File: src/ptdt_pkg.sv
// Package for the periodic task dispatch table: request and status codes,
// payload structs, controller states and controller/datapath command types.
// No dependencies.
package ptdt_pkg;

  localparam int unsigned NUM_SLOTS_DEF = 16;

  // A stored use time at or above this raises the warning flag.
  localparam logic [31:0] USE_WARN_MIN = 32'h0000_0001;

  // Request codes; 5 to 7 are unused and answer a plain ok.
  localparam logic [2:0] REQ_CREATE = 3'd0;
  localparam logic [2:0] REQ_DELETE = 3'd1;
  localparam logic [2:0] REQ_TICK   = 3'd2;
  localparam logic [2:0] REQ_DONE   = 3'd3;
  localparam logic [2:0] REQ_QUERY  = 3'd4;

  // Result status codes.
  localparam logic [1:0] STS_OK       = 2'd0;
  localparam logic [1:0] STS_FULL     = 2'd1;
  localparam logic [1:0] STS_DISPATCH = 2'd2;
  localparam logic [1:0] STS_SCAN_END = 2'd3;

  typedef struct packed {
    logic [2:0]  req_type;
    logic [31:0] task_key;
    logic [15:0] delay;
    logic [3:0]  slot;
    logic [31:0] now;
  } req_t;

  typedef struct packed {
    logic [1:0]  status;
    logic [3:0]  slot_out;
    logic [31:0] interval_out;
    logic [31:0] use_time_out;
    logic [15:0] delay_out;
    logic        valid_out;
    logic        warn;
    logic        last;
  } rsp_t;

  typedef enum logic [2:0] {
    S_IDLE,
    S_CREATE,
    S_TICK,
    S_END,
    S_SIMPLE
  } state_e;

  typedef enum logic [1:0] {
    OP_CREATE,
    OP_DISPATCH,
    OP_END,
    OP_SIMPLE
  } op_e;

  typedef struct packed {
    logic load;     // capture the accepted request
    logic clr_idx;  // restart the slot walk at slot 0
    logic inc_idx;  // advance to the next slot
    logic fire;     // update the table and load the result register
    op_e  op;
  } dp_cmd_t;

  typedef struct packed {
    logic hit;       // current slot matches (create) or is due (tick)
    logic at_last;   // walk sits on the last slot
    logic out_free;  // result register can take a new result this cycle
  } dp_sts_t;

endpackage

File: src/ptdt_ctrl.sv
// Controller for the periodic task dispatch table: sequences the slot walk
// for create and tick and the single-step requests. Uses ptdt_pkg.
module ptdt_ctrl (
  input  logic               clk_i,
  input  logic               rst_ni,
  input  logic               in_valid_i,
  output logic               in_ready_o,
  input  logic [2:0]         req_type_i,
  input  ptdt_pkg::dp_sts_t  sts_i,
  output ptdt_pkg::dp_cmd_t  cmd_o
);
  import ptdt_pkg::*;

  state_e state_q, state_d;

  always_ff @(posedge clk_i or negedge rst_ni) begin
    if (!rst_ni) begin
      state_q <= S_IDLE;
    end else begin
      state_q <= state_d;
    end
  end

  // next state
  always_comb begin
    state_d = state_q;
    unique case (state_q)
      S_IDLE: begin
        if (in_valid_i) begin
          case (req_type_i)
            REQ_CREATE: state_d = S_CREATE;
            REQ_TICK:   state_d = S_TICK;
            default:    state_d = S_SIMPLE;
          endcase
        end
      end
      S_CREATE: begin
        if (sts_i.out_free && (sts_i.hit || sts_i.at_last)) state_d = S_IDLE;
      end
      S_TICK: begin
        if (sts_i.at_last && (!sts_i.hit || sts_i.out_free)) state_d = S_END;
      end
      S_END, S_SIMPLE: begin
        if (sts_i.out_free) state_d = S_IDLE;
      end
      default: state_d = S_IDLE;
    endcase
  end

  // outputs
  always_comb begin
    in_ready_o    = 1'b0;
    cmd_o         = '0;
    cmd_o.op      = OP_SIMPLE;
    unique case (state_q)
      S_IDLE: begin
        in_ready_o    = 1'b1;
        cmd_o.load    = in_valid_i;
        cmd_o.clr_idx = in_valid_i;
      end
      S_CREATE: begin
        cmd_o.op      = OP_CREATE;
        cmd_o.fire    = sts_i.out_free && (sts_i.hit || sts_i.at_last);
        cmd_o.inc_idx = !sts_i.hit && !sts_i.at_last;
      end
      S_TICK: begin
        cmd_o.op      = OP_DISPATCH;
        cmd_o.fire    = sts_i.hit && sts_i.out_free;
        cmd_o.inc_idx = !sts_i.hit || sts_i.out_free;
      end
      S_END: begin
        cmd_o.op   = OP_END;
        cmd_o.fire = sts_i.out_free;
      end
      S_SIMPLE: begin
        cmd_o.op   = OP_SIMPLE;
        cmd_o.fire = sts_i.out_free;
      end
      default: ;
    endcase
  end

endmodule

File: config.mk
export PLATFORM = sky130hd
export DESIGN_NAME = ptdt_ctrl
export DESIGN_NICKNAME = d
export VERILOG_FILES = /design/src/ptdt_pkg.sv /design/src/ptdt_ctrl.sv
export SDC_FILE = /design/constraint.sdc
export NUM_CORES = 1
export LEC_CHECK = 0
export BUFFER_PORTS_ARGS = -buffer_cell sky130_fd_sc_hd__buf_2
export CAP_MARGIN = 20
export CORE_AREA = 5 5 42 44
export DETAILED_ROUTE_END_ITERATION = 10
export DIE_AREA = 0 0 47 49
export SYNTH_ARGS = -nofsm -noshare
export SYNTH_HDL_FRONTEND = slang
export SYNTH_SLANG_ARGS = --single-unit
export TNS_END_PERCENT = 5
File: constraint.sdc
create_clock -name clk_i -period 2.34 [get_ports clk_i]
set_input_delay 0.351 -clock clk_i [delete_from_list [all_inputs] [get_ports clk_i]]
set_output_delay 0.351 -clock clk_i [all_outputs]
set_load 0.03 [all_outputs]
==> results.sh <==
export IMPL_initial_utilization_pct=23.3
export IMPL_vdd_ir_drop_max_uv=338
export IMPL_post_cts_buffers=0
export IMPL_syn_avg_cell_area_sq_um=8.37
export IMPL_numCtsBuffers=3
export IMPL_syn_nets=48
export IMPL_place_gp_congestion=0.821
export IMPL_top_regs="state_q (3)"
export IMPL_area_growth_syn_to_layout_pct=29.5
export IMPL_firstDrtPassIters=3
export IMPL_drc=0
export IMPL_antenna_left=0
export IMPL_period_share_pct=88.6
export IMPL_grt_overflow_total=0
export IMPL_drv_slew=0
export IMPL_yosys_area_top_type_share_pct=23.0
export IMPL_fmax_mhz=483
export IMPL_layout_nets=65
export IMPL_yosys_warnings=0
export IMPL_layout_drive_gt1_share_pct=41.8
export IMPL_ys_ff_latch=3
export IMPL_rows=14
export IMPL_min_path_type="in2async"
export IMPL_wl_per_cell_microns=9.83
export IMPL_start_kind="register"
export IMPL_cts_tree="done"
export IMPL_p_per_area_nw_per_um2=1250
export IMPL_crit_fanout=11
export IMPL_grt_pass1_vias=306
export IMPL_die_area_sq_um=2300
export IMPL_critPathCaptureType="primary output"
export IMPL_clockRootBuffer="clkbuf_4"
export IMPL_synth_cells=39
export IMPL_synth_async_reset_ratio_pct=100
export IMPL_grt_pass1_wl_microns=1150
export IMPL_num_antenna_cells=0
export IMPL_nFillCells=165
export IMPL_core_area_sq_um=1400
export IMPL_fin_skew_ns=0.00314
export IMPL_slew_headroom_pct=74.9
export IMPL_clock_sinks=3
export IMPL_status="finished clean"
export IMPL_required_ns=1.99
export IMPL_finalWorstSetupSlack_ns=0.267
export IMPL_synth_cell_type_count=27
export IMPL_setup_viol=0
export IMPL_wirelength_microns=698
export IMPL_die_w_microns=47
export IMPL_finalHoldViolations=0
export IMPL_p_leak_nw=0.198
export IMPL_die_h_microns=49
export IMPL_r2r_start="state_q[0]"
export IMPL_clk_latency_ns=0.23
export IMPL_seq_area_frac_synth_pct=23.0
export IMPL_synth_top_cell_by_area="dfrtp_1"
export IMPL_antenna_found_initial=0
export IMPL_grt_max_degree=12
export IMPL_rr_worst_depth=4
export IMPL_dr_total_vias=326
export IMPL_cts_resized_gates=0
export IMPL_hold_ws_ns=0.437
export IMPL_synth_area_leaders="dfrtp_1 (23%), buf_6 (6.9%), a21oi_1 (6.1%)"
export IMPL_power_total_mw=0.527
export IMPL_cp_data_arrival_time_ns=1.72
export IMPL_path_class="reg2out"
export IMPL_track_usage_pct=6.77
export IMPL_max_cap_violations=0
export IMPL_preCtsSetupSlack_ns=0.506
export IMPL_worstMarginPinSlew_ns=0.377
export IMPL_io_pins=16
export IMPL_drtIter0Drc=1
export IMPL_h_tree_depth=1
export IMPL_startpoint="state_q[0]"
export IMPL_fin_util_pct=30.2
export IMPL_fin_tns_setup_ns=0
export IMPL_synth_edf_count=0
export IMPL_largest_register="state_q"
export IMPL_r2r_end="state_q[2]"
export IMPL_path_clk_slew_ns=0.04
export IMPL_syn_area_sq_um=327
export IMPL_largest_reg_flops=3
export IMPL_cts_buffer_depth=2
export IMPL_crit_end="cmd_o[3]"
export IMPL_fin_crit_ns=2.07
export IMPL_ys_flop_type="dfrtp_1"
export IMPL_viasPerCell=4.59
export IMPL_rsz0062_at_grt="false"
export IMPL_dp_hpwl_microns=568
export IMPL_ff2ff_setup_slack_ns=0.78
export IMPL_port_buffers=15
[worst min path at each step]
stage                start          to  slack, ns  cells past startpoint
global placement    rst_ni  state_q[1]       0.15                      1
global route        rst_ni  state_q[1]       0.45                      2
detailed placement  rst_ni  state_q[0]       0.15                      1
floorplan           rst_ni  state_q[0]       0.06                      0
finish              rst_ni  state_q[1]       0.44                      2
CTS                 rst_ni  state_q[1]       0.43                      2
[cell families after synthesis]
kind of cell	Yosys count	share of synthesized area (%)
AND/OR/NAND/NOR	16	29.5
multiplexers	2	6.51
flip-flops	3	23.0
XOR/XNOR	1	2.68
AO/OA/AOI/OAI	11	25.3
buffers and inverters	6	13.0
[layout make-up]
class | instances | area, sq um | share of cell area (%)
timing repair buffer | 16 | 85.1 | 20.1
inverter | 2 | 7.51 | 1.78
clock buffer | 4 | 26.3 | 6.21
sequential | 3 | 75.1 | 17.8
tap | 16 | 20.0 | 4.73
multi-input combinational | 30 | 209 | 49.4
[layout by cell type, fill, tap and decap left out, types with 2 or more instances in the layout]
| cell type | instances |
|---|---|
| a21oi_1 | 4 |
| clkbuf_4 | 3 |
| nand2_1 | 3 |
| buf_2 | 15 |
| nand2b_1 | 2 |
| dfrtp_1 | 3 |
| nor2_1 | 4 |
[report_power, final]
group	internal (mW)	switching, mW	leakage (nW)
Clock	0.0639	0.0267	0.0150
Combinational	0.128	0.184	0.143
Sequential	0.0695	0.0554	0.0396
[layer usage]
layer / global-route usage [%] / vias to the layer above / share of wire, %
met5: 0 / - / 0
met4: 4.15 / 0 / 0
met3: 2.58 / 0 / 7.9
met2: 9.73 / 7 / 52
met1: 8.19 / 151 / 40
li1: - / 168 / -
[worst max-delay path: stages, from the launching register on]
cell and delay (ns):
dfrtp_1 0.55, inv_2 0.09, or4_1 0.50, a21oi_1 0.14, buf_2 0.21
[synth_stat cells, types with 2 or more instances]
library cell  n
a21oi_1       4
dfrtp_1       3
nand2_1       3
nor2_1        4
buf_6         2
nand2b_1      2
[through the flow]
step | cells | instance area, sq um
3_5_place_dp | 66 | 387
3_3_place_gp | 66 | 387
6_report | 71 | 423
4_1_cts | 71 | 423
5_1_grt | 71 | 423
2_1_floorplan | 39 | 327
[repair_timing]
action	in CTS	in global routing
endpoints found under the hold margin	3	0
endpoints found under the setup margin	0	0
hold buffers	1	0
(Power assumes the default switching activity.)
