`src/ptdt_pkg.sv`:
```
// Package for the periodic task dispatch table: request and status codes,
// payload structs, controller states and controller/datapath command types.
// No dependencies.
package ptdt_pkg;

  localparam int unsigned NUM_SLOTS_DEF = 16;

  // A stored use time at or above this raises the warning flag.
  localparam logic [31:0] USE_WARN_MIN = 32'h0000_0001;

  // Request codes; 5 to 7 are unused and answer a plain ok.
  localparam logic [2:0] REQ_CREATE = 3'd0;
  localparam logic [2:0] REQ_DELETE = 3'd1;
  localparam logic [2:0] REQ_TICK   = 3'd2;
  localparam logic [2:0] REQ_DONE   = 3'd3;
  localparam logic [2:0] REQ_QUERY  = 3'd4;

  // Result status codes.
  localparam logic [1:0] STS_OK       = 2'd0;
  localparam logic [1:0] STS_FULL     = 2'd1;
  localparam logic [1:0] STS_DISPATCH = 2'd2;
  localparam logic [1:0] STS_SCAN_END = 2'd3;

  typedef struct packed {
    logic [2:0]  req_type;
    logic [31:0] task_key;
    logic [15:0] delay;
    logic [3:0]  slot;
    logic [31:0] now;
  } req_t;

  typedef struct packed {
    logic [1:0]  status;
    logic [3:0]  slot_out;
    logic [31:0] interval_out;
    logic [31:0] use_time_out;
    logic [15:0] delay_out;
    logic        valid_out;
    logic        warn;
    logic        last;
  } rsp_t;

  typedef enum logic [2:0] {
    S_IDLE,
    S_CREATE,
    S_TICK,
    S_END,
    S_SIMPLE
  } state_e;

  typedef enum logic [1:0] {
    OP_CREATE,
    OP_DISPATCH,
    OP_END,
    OP_SIMPLE
  } op_e;

  typedef struct packed {
    logic load;     // capture the accepted request
    logic clr_idx;  // restart the slot walk at slot 0
    logic inc_idx;  // advance to the next slot
    logic fire;     // update the table and load the result register
    op_e  op;
  } dp_cmd_t;

  typedef struct packed {
    logic hit;       // current slot matches (create) or is due (tick)
    logic at_last;   // walk sits on the last slot
    logic out_free;  // result register can take a new result this cycle
  } dp_sts_t;

endpackage

```
`src/ptdt_data.sv`:
```
// Datapath for the periodic task dispatch table: request register, slot
// walk index, slot storage with one read address, result register.
// Uses ptdt_pkg; driven by ptdt_ctrl commands.
module ptdt_data #(
  parameter int unsigned NUM_SLOTS = ptdt_pkg::NUM_SLOTS_DEF
) (
  input  logic               clk_i,
  input  logic               rst_ni,
  input  ptdt_pkg::req_t     in_data_i,
  input  ptdt_pkg::dp_cmd_t  cmd_i,
  output ptdt_pkg::dp_sts_t  sts_o,
  output logic               out_valid_o,
  input  logic               out_ready_i,
  output ptdt_pkg::rsp_t     out_data_o
);
  import ptdt_pkg::*;

  localparam int unsigned IDX_W = (NUM_SLOTS > 1) ? $clog2(NUM_SLOTS) : 1;
  localparam logic [IDX_W-1:0] LAST_IDX = IDX_W'(NUM_SLOTS - 1);

  req_t              req_q;
  logic [IDX_W-1:0]  idx_q;
  logic              out_valid_q;
  rsp_t              out_q, rsp_d;

  // slot table; only valid and busy need reset, an invalid slot reads as zero
  logic [NUM_SLOTS-1:0] valid_q, busy_q;
  logic [31:0]          key_q      [NUM_SLOTS];
  logic [15:0]          delay_q    [NUM_SLOTS];
  logic [31:0]          last_q     [NUM_SLOTS];
  logic [31:0]          interval_q [NUM_SLOTS];
  logic [31:0]          use_q      [NUM_SLOTS];

  logic [31:0]      slot_ext, idx_ext;
  logic             slot_ok;
  logic [IDX_W-1:0] addr;
  logic             rd_valid, rd_busy;
  logic [31:0]      rd_key, rd_last, rd_interval, rd_use;
  logic [15:0]      rd_delay;
  logic [31:0]      elapsed, done_use;
  logic             create_hit, due;
  logic             wr_fill, wr_dispatch, wr_done, wr_delete;

  assign slot_ext = {28'd0, req_q.slot};
  assign idx_ext  = 32'(idx_q);
  assign slot_ok  = slot_ext < 32'(NUM_SLOTS);
  assign addr     = (cmd_i.op == OP_SIMPLE) ? slot_ext[IDX_W-1:0] : idx_q;

  assign rd_valid    = valid_q[addr];
  assign rd_busy     = busy_q[addr];
  assign rd_key      = key_q[addr];
  assign rd_delay    = rd_valid ? delay_q[addr]    : 16'd0;
  assign rd_last     = last_q[addr];
  assign rd_interval = rd_valid ? interval_q[addr] : 32'd0;
  assign rd_use      = rd_valid ? use_q[addr]      : 32'd0;

  assign elapsed    = req_q.now - rd_last;   // wraps mod 2^32
  assign create_hit = !rd_valid || (rd_key == req_q.task_key);
  assign due        = rd_valid && !rd_busy && (elapsed >= {16'd0, rd_delay});
  assign done_use   = (rd_valid && rd_busy) ? elapsed : rd_use;

  assign sts_o.hit      = (cmd_i.op == OP_CREATE) ? create_hit : due;
  assign sts_o.at_last  = (idx_q == LAST_IDX);
  assign sts_o.out_free = !out_valid_q || out_ready_i;

  assign wr_fill     = cmd_i.fire && (cmd_i.op == OP_CREATE) && !rd_valid;
  assign wr_dispatch = cmd_i.fire && (cmd_i.op == OP_DISPATCH);
  assign wr_done     = cmd_i.fire && (cmd_i.op == OP_SIMPLE) && slot_ok &&
                       (req_q.req_type == REQ_DONE) && rd_valid && rd_busy;
  assign wr_delete   = cmd_i.fire && (cmd_i.op == OP_SIMPLE) && slot_ok &&
                       (req_q.req_type == REQ_DELETE);

  // result of the current step
  always_comb begin
    rsp_d = '0;
    case (cmd_i.op)
      OP_CREATE: begin
        rsp_d.last = 1'b1;
        if (create_hit) begin
          rsp_d.status   = STS_OK;
          rsp_d.slot_out = idx_ext[3:0];
        end else begin
          rsp_d.status = STS_FULL;
        end
      end
      OP_DISPATCH: begin
        rsp_d.status       = STS_DISPATCH;
        rsp_d.slot_out     = idx_ext[3:0];
        rsp_d.interval_out = elapsed;
      end
      OP_END: begin
        rsp_d.status = STS_SCAN_END;
        rsp_d.last   = 1'b1;
      end
      default: begin
        rsp_d.last = 1'b1;
        case (req_q.req_type)
          REQ_DELETE: rsp_d.slot_out = req_q.slot;
          REQ_DONE: begin
            rsp_d.slot_out = req_q.slot;
            if (slot_ok) begin
              rsp_d.use_time_out = done_use;
              rsp_d.warn         = done_use >= USE_WARN_MIN;
            end
          end
          REQ_QUERY: begin
            rsp_d.slot_out = req_q.slot;
            if (slot_ok) begin
              rsp_d.interval_out = rd_interval;
              rsp_d.use_time_out = rd_use;
              rsp_d.delay_out    = rd_delay;
              rsp_d.valid_out    = rd_valid;
              rsp_d.warn         = rd_use >= USE_WARN_MIN;
            end
          end
          default: ;
        endcase
      end
    endcase
  end

  always_ff @(posedge clk_i or negedge rst_ni) begin
    if (!rst_ni) begin
      idx_q       <= '0;
      out_valid_q <= 1'b0;
      valid_q     <= '0;
      busy_q      <= '0;
    end else begin
      if (cmd_i.clr_idx) begin
        idx_q <= '0;
      end else if (cmd_i.inc_idx) begin
        idx_q <= idx_q + 1'b1;
      end
      if (cmd_i.fire) begin
        out_valid_q <= 1'b1;
      end else if (out_ready_i) begin
        out_valid_q <= 1'b0;
      end
      if (wr_fill) begin
        valid_q[addr] <= 1'b1;
        busy_q[addr]  <= 1'b0;
      end
      if (wr_dispatch) begin
        busy_q[addr] <= 1'b1;
      end
      if (wr_done || wr_delete) begin
        busy_q[addr] <= 1'b0;
      end
      if (wr_delete) begin
        valid_q[addr] <= 1'b0;
      end
    end
  end

  always_ff @(posedge clk_i) begin
    if (cmd_i.load) begin
      req_q <= in_data_i;
    end
    if (cmd_i.fire) begin
      out_q <= rsp_d;
    end
    if (wr_fill) begin
      key_q[addr]      <= req_q.task_key;
      delay_q[addr]    <= req_q.delay;
      last_q[addr]     <= '0;
      interval_q[addr] <= '0;
      use_q[addr]      <= '0;
    end
    if (wr_dispatch) begin
      interval_q[addr] <= elapsed;
      last_q[addr]     <= req_q.now;
    end
    if (wr_done) begin
      use_q[addr]  <= elapsed;
      last_q[addr] <= req_q.now;
    end
  end

  assign out_valid_o = out_valid_q;
  assign out_data_o  = out_q;

  // a new result never overwrites one that is still waiting
  a_fire_free: assert property (@(posedge clk_i) disable iff (!rst_ni)
    cmd_i.fire |-> (!out_valid_q || out_ready_i))
    else $error("result register overwritten");

  // only a valid, idle slot is dispatched
  a_dispatch_idle: assert property (@(posedge clk_i) disable iff (!rst_ni)
    wr_dispatch |-> (rd_valid && !rd_busy))
    else $error("dispatch of invalid or busy slot");

  // dispatch results are never the final result of a tick
  a_dispatch_not_last: assert property (@(posedge clk_i) disable iff (!rst_ni)
    (out_valid_q && (out_q.status == STS_DISPATCH)) |-> !out_q.last)
    else $error("dispatch result marked last");

  // a busy slot is always a valid one
  a_busy_valid: assert property (@(posedge clk_i) disable iff (!rst_ni)
    (busy_q & ~valid_q) == '0)
    else $error("busy bit set on free slot");

endmodule

```
`config.mk`:
```
export PLATFORM = sky130hd
export DESIGN_NAME = ptdt_data
export DESIGN_NICKNAME = d
export VERILOG_FILES = /design/src/ptdt_pkg.sv /design/src/ptdt_data.sv
export SDC_FILE = /design/constraint.sdc
export NUM_CORES = 2
export LEC_CHECK = 0
export BUFFER_PORTS_ARGS = -buffer_cell sky130_fd_sc_hd__buf_2
export CAP_MARGIN = 0
export CORE_AREA = 10 10 419 421
export CTS_CLUSTER_SIZE = 25
export DETAILED_ROUTE_END_ITERATION = 12
export DIE_AREA = 0 0 429 431
export GPL_ROUTABILITY_DRIVEN = 0
export PLACE_DENSITY = 0.76
export SYNTH_ARGS = -nofsm -noshare
export SYNTH_HDL_FRONTEND = slang
export SYNTH_SLANG_ARGS = --single-unit
```
`constraint.sdc`:
```
create_clock -name clk_i -period 14.84 [get_ports clk_i]
set_input_delay 2.968 -clock clk_i [delete_from_list [all_inputs] [get_ports clk_i]]
set_output_delay 2.968 -clock clk_i [all_outputs]
set_load 0.05 [all_outputs]
```
==> out/metrics.cfg <==
[status]
status = complete, no violations

[sta]
grt_setup_unrepaired = false
final.min_clock_period_ns = 13.27
period_share_pct = 89.43
max_freq_mhz = 75.35
finalSetupViolCount = 0
finalWorstSetupSlack_ns = 1.569
final-hold-violation-count = 0
tns_ns = 0
slew_viol_final = 0
max_slew_margin_pct = 7.171
skew_ns = 0.05237
worst_pin_slew_ns = 1.388

[floorplan]
core_area_sq_um = 166700
rows = 150
die_w_microns = 429
die-area_sq_um = 184900
start_util_pct = 59.65
die_height_microns = 431
pin_count = 189

[yosys]
yosys.cell_count.top_type = edfxtp_1
synthCells = 5153
synthMuxAreaShare_pct = 10.30
synth.area.top_cells = edfxtp_1, mux4_2, a21o_1
yosysTopAreaCell = edfxtp_1
synth_top_family_by_area = multiplexers
synthFlopType = edfxtp_1
async_flop_share_pct = 1.470
yosysSeqAreaShare_pct = 75.85
synthesis.area_sq_um = 99410
synth-xor-area-share_pct = 0.4934
synth.distinct_cells = 76
synthSimpleGateAreaFrac_pct = 2.836
avgSynthCellArea_sq_um = 19.29
ys_ff_latch = 2517
synth-edff-count = 2480
synth_warnings = 0
synth_adder_area_share_pct = 0.6872
synth.top_cell.area_share_pct = 74.92
synthTopCellsByCount = edfxtp_1, a21o_1, mux4_2
synth_nets = 5303
synth-compound-area-share_pct = 8.213

[setup_path]
cp.arrival_ns = 10.30
path_class = primary input to output port
crit_top_cell = ha_1
rrSetupSlack_ns = 7.65
slowest_stage = xnor2_2
cp-end-kind = output port
path_max_fanout = 90
worstPathCellList = buf_2, ha_1, buf_4, mux2_8, mux4_2, o22a_1, o221ai_1, ha_1, a21o_1, a21o_1, or2_2, xnor2_2, inv_1, ha_1, nand4_1, o31ai_1, a211o_1, o2111ai_1, a21oi_1, nor2_1, nand4_1, o2bb2ai_1, buf_2
rr_worst_depth = 13
crit_path_start_kind = primary input
slowest_delay_ns = 0.80
required_ns = 11.87

[drt]
finalWirelength_microns = 267000
drcViolationCount = 0
drtIter0Drc = 7922
routed-via-count = 54660
wire_per_inst_microns = 34.27
detail_route.vias_per_cell = 7.016
antenna_left = 0
drtPass1Iterations = 6

[global_routing]
antenna_found_initial = 8
grt_pass1_vias = 54430
grt_pass1_wl_microns = 385900
grt_start_max_net_pins = 135
grt.total_usage_pct = 28.49
grt-ovfl-total = 0

[place]
dpl_worst_slack_ns = 1.671
place_inst = 7355
io_buffers = 188
dp_hpwl_microns = 141800

[finish]
area_growth_pct = 11.69
final_nets = 5539
drive_gt1_share_pct = 22.00
final_util_pct = 66.62
fin_cells = 7791

[clock_network]
cts_tree = yes
cts_setup_buffers = 0
clk_latency_ns = 0.88
cts-hold-fix-buffers = 0
cts_buffers = 236
cts_resized = 0
clockBufferDepth = 3
path_clk_slew_ns = 0.06
clockRootBuffer = clkbuf_16
htree_levels = 4
clock-sinks = 2517

[power_and_ir_drop]
vdd_drop_max_mv = 0.1398
power_density_nw_per_um2 = 141.4
p_leak_nw = 36.79

[job]
maxCapViolCount = 0

[worst_hold_path]
worstHoldPathCells = 1
hold_path.class = register to register

state kept, by name, summed over array words and instances, names as in the netlist, 87 cells and up:
| signal | cells |
|---|---|
| key_q | 512 |
| out_data_o | 89 |
| last_q | 512 |
| interval_q | 512 |
| use_q | 512 |
| req_q | 87 |
| delay_q | 256 |
cells by family (layout without fill, tap and decap cells):
logic type / after synthesis / after routing
adders and majority gates: 54 / 54
muxes: 464 / 464
other: 0 / 4
buffers and inverters: 367 / 797
xor gates and xnor gates: 56 / 56
and+or+nand+nor: 603 / 603
AOI/OAI and AO/OA: 1092 / 1092
DFF: 2517 / 2517
cell usage in the layout, fill, tap and decap left out, types with 45 or more instances in the layout:
master	instances
edfxtp_1	2480
nor2_4	65
ha_1	53
buf_2	186
o22ai_1	122
a21o_1	510
a21oi_1	48
mux4_2	446
a41oi_1	108
buf_4	134
clkinv_1	54
clkinv_2	45
clkbuf_16	239
nand2_1	91
o21ai_0	67
nor2_1	232
per-stage QoR:
step | hold WS, ns | area [sq um] | power [mW]
detailed placement | 0.4897 | 103500 | 9.922
floorplan | 0.4696 | 99410 | 9.187
global route | 0.5258 | 111000 | 16.09
finish | 0.5065 | 111000 | 15.70
CTS | 0.5038 | 111000 | 15.71
global placement | 0.4826 | 103500 | 9.892
where the power goes:
part,internal [mW],switching [mW]
clock,3.28,2.61
sequential,7.91,0.0886
combinational,0.608,1.21
path summary, 6_finish.rpt:
path / from / to
worst max-delay path: cmd_i[0] / sts_o[2]
worst min-delay path: valid_q[1]$_DFF_PN0_ / valid_q[1]$_DFF_PN0_
worst max register to register: req_q[32]$_DFFE_PP_ / last_q[10][10]$_DFFE_PP_
worst min register to register: valid_q[1]$_DFF_PN0_ / valid_q[1]$_DFF_PN0_
max in group asynchronous: rst_ni / out_valid_o$_DFFE_PN0P_
min in group asynchronous: rst_ni / busy_q[7]$_DFF_PN0_
layer usage:
metal  global-route usage [%]  wire, microns  share of wire [%]  vias to the layer above
li1                         -              -                  -                    21820
met1                    37.06          92580                 35                    28160
met2                    45.87         129000                 48                     3883
met3                    5.633          28750                 11                      793
met4                    15.27          16740                6.3                        0
met5                        0              0                  0                        -
final cells by class:
class                   count  area (sq um)
inverters                  35         131.4
multi-input cells        2269         23080
clock buffers             276          6130
fillers                 10400         55630
well taps                2204          2758
clock inverters           156          1395
repair buffers            330          2128
diodes                      4         10.01
flip-flops and latches   2517         75400
worst max-delay path, delay by kind of cell:
family	cells	cell delay, ns
mux	2	1.07
fa+ha+maj	3	1.24
compound gates	9	2.34
simple gates	4	0.84
buf+inv	4	0.92
xor+xnor	1	0.80
(Power assumes the default switching activity.)
